<file path="src/rtl/assert_macros.svh">
// Assertion helpers included by the top-level RTL file.
`ifndef ASSERT_MACROS_SVH
`define ASSERT_MACROS_SVH

// Same-cycle implication, checked out of reset.
`define ASSERT_IMPLY(lbl, clk, rst_n, ante, cons) \
    lbl: assert property (@(posedge clk) disable iff (!rst_n) (ante) |-> (cons)) \
        else $error("same-cycle implication failed");

// Next-cycle implication, checked out of reset.
`define ASSERT_NEXT(lbl, clk, rst_n, ante, cons) \
    lbl: assert property (@(posedge clk) disable iff (!rst_n) (ante) |=> (cons)) \
        else $error("next-cycle implication failed");

`endif

</file>
<file path="src/rtl/rsb_pkg.sv">
package rsb_pkg;

    localparam int COORD_W            = 24;
    localparam int DIST_W             = 25;
    localparam int FRAC_W             = 16;
    localparam int HEIGHT_WIDTH_DEF   = 24;
    localparam int GATE_FRAC_BITS_DEF = 16;
    localparam int CFG_IDX_W          = 4;

    localparam logic [FRAC_W:0]   FRAC_ONE      = {1'b1, {FRAC_W{1'b0}}};
    localparam logic [DIST_W-1:0] SPAN_FULL_RST = DIST_W'(256);

    typedef enum logic [CFG_IDX_W-1:0] {
        CFG_FOCUS_X      = 4'd0,
        CFG_FOCUS_Z      = 4'd1,
        CFG_BASE_HEIGHT  = 4'd2,
        CFG_FLOOR_FRAC   = 4'd3,
        CFG_BROAD_START  = 4'd4,
        CFG_BROAD_FULL   = 4'd5,
        CFG_DETAIL_START = 4'd6,
        CFG_DETAIL_FULL  = 4'd7
    } t_cfg_idx;

    typedef enum logic [1:0] {
        GM_ZERO = 2'd0,
        GM_ONE  = 2'd1,
        GM_CALC = 2'd2
    } t_gate_mode;

endpackage

</file>
<file path="src/rtl/rsb_gate.sv">
module rsb_gate #(
    parameter int GATE_FRAC_BITS = rsb_pkg::GATE_FRAC_BITS_DEF
) (
    input  logic                        i_clk,
    input  logic [GATE_FRAC_BITS+3:0]   i_en,
    input  logic [rsb_pkg::DIST_W-1:0]  i_dist,
    input  logic [rsb_pkg::DIST_W-1:0]  i_start,
    input  logic [rsb_pkg::DIST_W-1:0]  i_full,
    output logic [GATE_FRAC_BITS:0]     o_gate
);

    localparam int G  = GATE_FRAC_BITS;
    localparam int DW = rsb_pkg::DIST_W;
    localparam logic [G:0]   ONE     = {1'b1, {G{1'b0}}};
    localparam logic [G+4:0] TEN_ONE = (G+5)'(10) << G;

    logic [DW-1:0]       r_rem  [0:G];
    logic [DW-1:0]       r_span [0:G];
    logic [G-1:0]        r_q    [0:G];
    rsb_pkg::t_gate_mode r_mode [0:G];
    rsb_pkg::t_gate_mode n_mode;

    always_comb begin
        if (i_full <= i_start) begin
            n_mode = (i_dist >= i_start) ? rsb_pkg::GM_ONE : rsb_pkg::GM_ZERO;
        end else if (i_dist <= i_start) begin
            n_mode = rsb_pkg::GM_ZERO;
        end else if (i_dist >= i_full) begin
            n_mode = rsb_pkg::GM_ONE;
        end else begin
            n_mode = rsb_pkg::GM_CALC;
        end
    end

    always_ff @(posedge i_clk) begin
        if (i_en[0]) begin
            r_rem[0]  <= i_dist - i_start;
            r_span[0] <= i_full - i_start;
            r_q[0]    <= '0;
            r_mode[0] <= n_mode;
        end
    end

    // Restoring divide, one quotient bit per stage.
    for (genvar k = 1; k <= G; k++) begin : g_div
        logic [DW:0] w_r2;
        logic [DW:0] w_diff;
        logic        w_ge;
        assign w_r2   = {r_rem[k-1], 1'b0};
        assign w_diff = w_r2 - {1'b0, r_span[k-1]};
        assign w_ge   = (w_r2 >= {1'b0, r_span[k-1]});
        always_ff @(posedge i_clk) begin
            if (i_en[k]) begin
                r_rem[k]  <= w_ge ? w_diff[DW-1:0] : w_r2[DW-1:0];
                r_span[k] <= r_span[k-1];
                r_q[k]    <= {r_q[k-1][G-2:0], w_ge};
                r_mode[k] <= r_mode[k-1];
            end
        end
    end

    logic [G-1:0]        r_t;
    logic [2*G-1:0]      r_tt;
    rsb_pkg::t_gate_mode r_mode_a;
    logic [G-1:0]        r_t3;
    logic [G+3:0]        r_p;
    rsb_pkg::t_gate_mode r_mode_b;
    logic [G:0]          r_gate;

    always_ff @(posedge i_clk) begin
        if (i_en[G+1]) begin
            r_t      <= r_q[G];
            r_tt     <= r_q[G] * r_q[G];
            r_mode_a <= r_mode[G];
        end
    end

    logic [2*G-1:0] w_t3_full;
    logic [2*G+2:0] w_six;
    logic [G+4:0]   w_p;
    assign w_t3_full = r_tt[2*G-1:G] * r_t;
    assign w_six     = {r_tt, 2'b00} + {1'b0, r_tt, 1'b0};
    assign w_p       = {2'b00, w_six[2*G+2:G]} + TEN_ONE
                     - ({1'b0, r_t, 4'b0000} - {5'b00000, r_t});

    always_ff @(posedge i_clk) begin
        if (i_en[G+2]) begin
            r_t3     <= w_t3_full[2*G-1:G];
            r_p      <= w_p[G+3:0];
            r_mode_b <= r_mode_a;
        end
    end

    logic [2*G+3:0] w_prod;
    logic [G+3:0]   w_r;
    logic [G:0]     n_gate;
    assign w_prod = r_t3 * r_p;
    assign w_r    = w_prod[2*G+3:G];

    always_comb begin
        case (r_mode_b)
            rsb_pkg::GM_ZERO: n_gate = '0;
            rsb_pkg::GM_ONE:  n_gate = ONE;
            default:          n_gate = (w_r > {3'b000, ONE}) ? ONE : w_r[G:0];
        endcase
    end

    always_ff @(posedge i_clk) begin
        if (i_en[G+3]) begin
            r_gate <= n_gate;
        end
    end

    assign o_gate = r_gate;

endmodule

</file>
<file path="config.mk">
export PLATFORM = sky130hd
export DESIGN_NAME = rsb_gate
export DESIGN_NICKNAME = d
export VERILOG_FILES = /design/src/rtl/assert_macros.svh /design/src/rtl/rsb_pkg.sv /design/src/rtl/rsb_gate.sv
export SDC_FILE = /design/constraint.sdc
export NUM_CORES = 2
export LEC_CHECK = 0
export BUFFER_PORTS_ARGS = -buffer_cell sky130_fd_sc_hd__buf_2
export CORE_ASPECT_RATIO = 0.6
export CORE_MARGIN = 2
export CORE_UTILIZATION = 55
export CTS_CLUSTER_SIZE = 20
export DETAILED_ROUTE_END_ITERATION = 16
export HOLD_SLACK_MARGIN = 0.08
export PLACE_DENSITY_LB_ADDON = 0.25
export RECOVER_POWER = 25
export SYNTH_ARGS = -nofsm -noshare
export SYNTH_HDL_FRONTEND = slang
export SYNTH_SLANG_ARGS = --single-unit
</file>
<file path="constraint.sdc">
create_clock -name i_clk -period 18.7 [get_ports i_clk]
set_clock_uncertainty 0.15 [all_clocks]
set_input_delay 0.935 -clock i_clk [delete_from_list [all_inputs] [get_ports i_clk]]
set_output_delay 0.935 -clock i_clk [all_outputs]
set_load 0.02 [all_outputs]
</file>
==> reports/results.txt <==
outcome -> completed
Total GRT Usage -> 24.7%
mux contribution to synthesized area -> 3.38%
Worst R2R Path Depth -> 23
worst endpoint required time -> 19.04 ns
maxcap violations -> 0
initial antenna violation count -> 5
R2R Setup Slk -> 10.25 ns
dpl hpwl -> 155000 um
remaining global-route overflow -> 0
Initial Utilization -> 55.6%
CTS tree -> done
most frequent cell after synthesis -> inv_1
Synth area leaders -> edfxtp_1, fa_1, ha_1
vias per std cell -> 5.67
Worst Hold Class -> flop to flop
critical path class -> flop to flop
reg2reg start -> r_tt[29]
Crit path largest cell delay -> 0.85 ns
CP endpoint kind -> flop
share of cells above drive strength 1 -> 4.55%
sequence of cells on the critical path -> nand2_1 -> fa_1 -> inv_1 -> fa_1 -> inv_1 -> fa_1 -> inv_1 -> fa_1 -> inv_1 -> fa_1 -> inv_1 -> fa_1 -> ha_1 -> a21oi_1 -> o21ai_1 -> a211oi_1 -> nor3b_1 -> a211oi_1 -> a21oi_1 -> a221o_1 -> a2111oi_1 -> o21bai_1 -> xnor2_1
startpoint types -> flop
prevailing post-synth register cell -> edfxtp_1
first drt pass iteration count -> 5
H-tree depth -> 3
Die ar. -> 159000 um2
simple logic cell fraction of the synthesized area -> 10.6%
Worst slew margin -> 19.1%
Critical Path Fanout Max -> 18
post-DR wirelength/cell -> 19.1 um
DIE HEIGHT -> 309 um
Post-synth EDFFs -> 1073
final core occ -> 59.6%
count of different cell masters after synthesis -> 93
worst-case clock buffer depth -> 3
Area Growth Syn to Fin -> 7.15%
via count -> 57627
io pins -> 113
Filler cells -> 12482
GPL Wtd Cong -> 0.901
1st-iter DRT viols -> 5343
xor/xnor share of the synthesized area -> 4.45%
Adder-Cell Fraction of Synth Area -> 27.1%
Critical Path End -> r_t3[15]
Post-Syn Nets -> 9517
Post-synth top cells -> inv_1, edfxtp_1, ha_1
DRC Markers -> 0
maximum clock rate -> 118 MHz
Syn. warnings -> 0
Root Buffer -> clkbuf_16
row count -> 111
startpoint of the worst setup timing path -> r_tt[29]
clock sink count -> 1073
Period minus WS final -> 8.46 ns
TNS Setup -> 0 ns
period utilization -> 45.2%
vias in the first global route -> 56224
r2r endpoint -> r_t3[15]
worst-skew pair later-pin latency -> 0.74 ns
RSZ-0062 raised after global routing -> no
Post-Synthesis Cell Area -> 85400 um2
area of the multi-input gates -> 47300 um2
final setup vio count -> 0
Crit path top cell by count -> fa_1
Critical Path AT -> 8.79 ns
first-pass GRT wire length -> 310000 um
Reg clk slew, reported paths -> 0.07 ns
Placement Cell Area -> 88100 um2
Post-synth ARST share -> 0%
largest net degree at the start of global routing -> 68
sequential fraction of the synthesis area -> 37.7%
Syn Area/Cell -> 10.7 um2
Yosys reg bits -> 1073
Least-Margin Pin Slew -> 1.21 ns
Final Hold Viols -> 0
Slew Viols, Final -> 0
post-synth top area share -> 37.7%
Core Box Area -> 153000 um2
post-route cell area -> 91500 um2
largest family of logic cells by synthesized area -> adder cells
PortBufs -> 112
cts hold-fix bufs -> 0
Die X -> 513 um
slowest CP cell -> edfxtp_1
leading area contributor after synthesis -> edfxtp_1
drt total wl -> 194000 um
post-CTS resize count -> 0
fin nets -> 9605
Post-CTS Setup Repair Bufs -> 0
total CTS buffers -> 103
area occupied by registers -> 32200 um2
Compound-Gate Fraction of Synth Area -> 9.92%
Mapped Cells -> 7953
post-route ant nets -> 0
## worst min path at each step
stage                        startpoint            end  slack [ns]  cells past startpoint
after detailed placement   r_mode[9][0]  r_mode[10][0]        0.25                      0
after global placement       r_q[13][8]     r_q[14][9]        0.25                      0
after CTS                    r_q[13][1]     r_q[14][2]        0.26                      0
after floorplan            r_mode[9][0]  r_mode[10][0]        0.25                      0
after global routing         r_q[13][1]     r_q[14][2]        0.27                      0
final                     r_mode[14][1]  r_mode[15][1]        0.26                      0
## state kept, by name, indices dropped and copies added, names as in the netlist
signal / flops
o_gate: 17
r_mode: 34
r_mode_a: 2
r_mode_b: 2
r_p: 20
r_q: 136
r_rem: 400
r_span: 400
r_t: 16
r_t3: 16
r_tt: 30
## placed cells by master, fill, tap and decap left out, types with 111 or more instances in the layout
| cell | n |
|---|---|
| xor2_1 | 143 |
| o21ai_1 | 143 |
| ha_1 | 833 |
| buf_2 | 111 |
| a21oi_1 | 404 |
| inv_1 | 1367 |
| edfxtp_1 | 1073 |
| xnor2_1 | 291 |
| a21o_1 | 226 |
| and2_1 | 291 |
| nand2_1 | 674 |
| fa_1 | 635 |
| o21ai_0 | 129 |
| mux2_1 | 201 |
| nor2_1 | 343 |
## cell type report
| class | instances | area share, % |
|---|---|---|
| flip-flops and latches | 1073 | 35.2 |
| clock buffers | 125 | 2.93 |
| diodes | 2 | 0.00547 |
| clock inverters | 69 | 0.811 |
| repair buffers | 143 | 0.849 |
| inverters | 1377 | 5.65 |
| multi-input cells | 5343 | 51.7 |
| well taps | 2034 | 2.78 |
## critical path, delay by kind of cell, from the launching register on
| kind | cells | cell delay [ns] |
|---|---|---|
| AO/OA/AOI/OAI | 8 | 3.12 |
| buffers and inverters | 5 | 0.27 |
| XOR/XNOR | 1 | 0.14 |
| AND/OR/NAND/NOR | 2 | 0.29 |
| adder cells (fa/ha/maj) | 7 | 3.38 |
| flip-flops | 1 | 0.85 |
## cell families after synthesis
kind of cell             after synthesis
XOR/XNOR                             434
multiplexers                         253
adder cells (fa/ha/maj)             1468
AO/OA/AOI/OAI                       1324
flip-flops                          1073
AND/OR/NAND/NOR                     1864
buffers and inverters               1537
## per-layer routing
layer | GRT usage [%] | part of all wire [%] | wire, um
met1 | 41.0 | 51 | 99600
met2 | 33.4 | 39 | 76000
met3 | 4.77 | 8.2 | 15900
met4 | 3.89 | 1.3 | 2450
met5 | 0 | 0 | 0
## through the flow
stage	hold WS, ns	std cells	worst slack, ns
2_1_floorplan	0.250	7953	11.71
4_1_cts	0.262	10164	10.39
6_report	0.264	10166	10.25
3_3_place_gp	0.251	9970	10.60
3_5_place_dp	0.255	9970	10.40
5_1_grt	0.267	10166	9.88
Power is left out: the tool's default activity adds up to more than one toggle a clock period on the data nets, which glitch-free logic cannot reach.
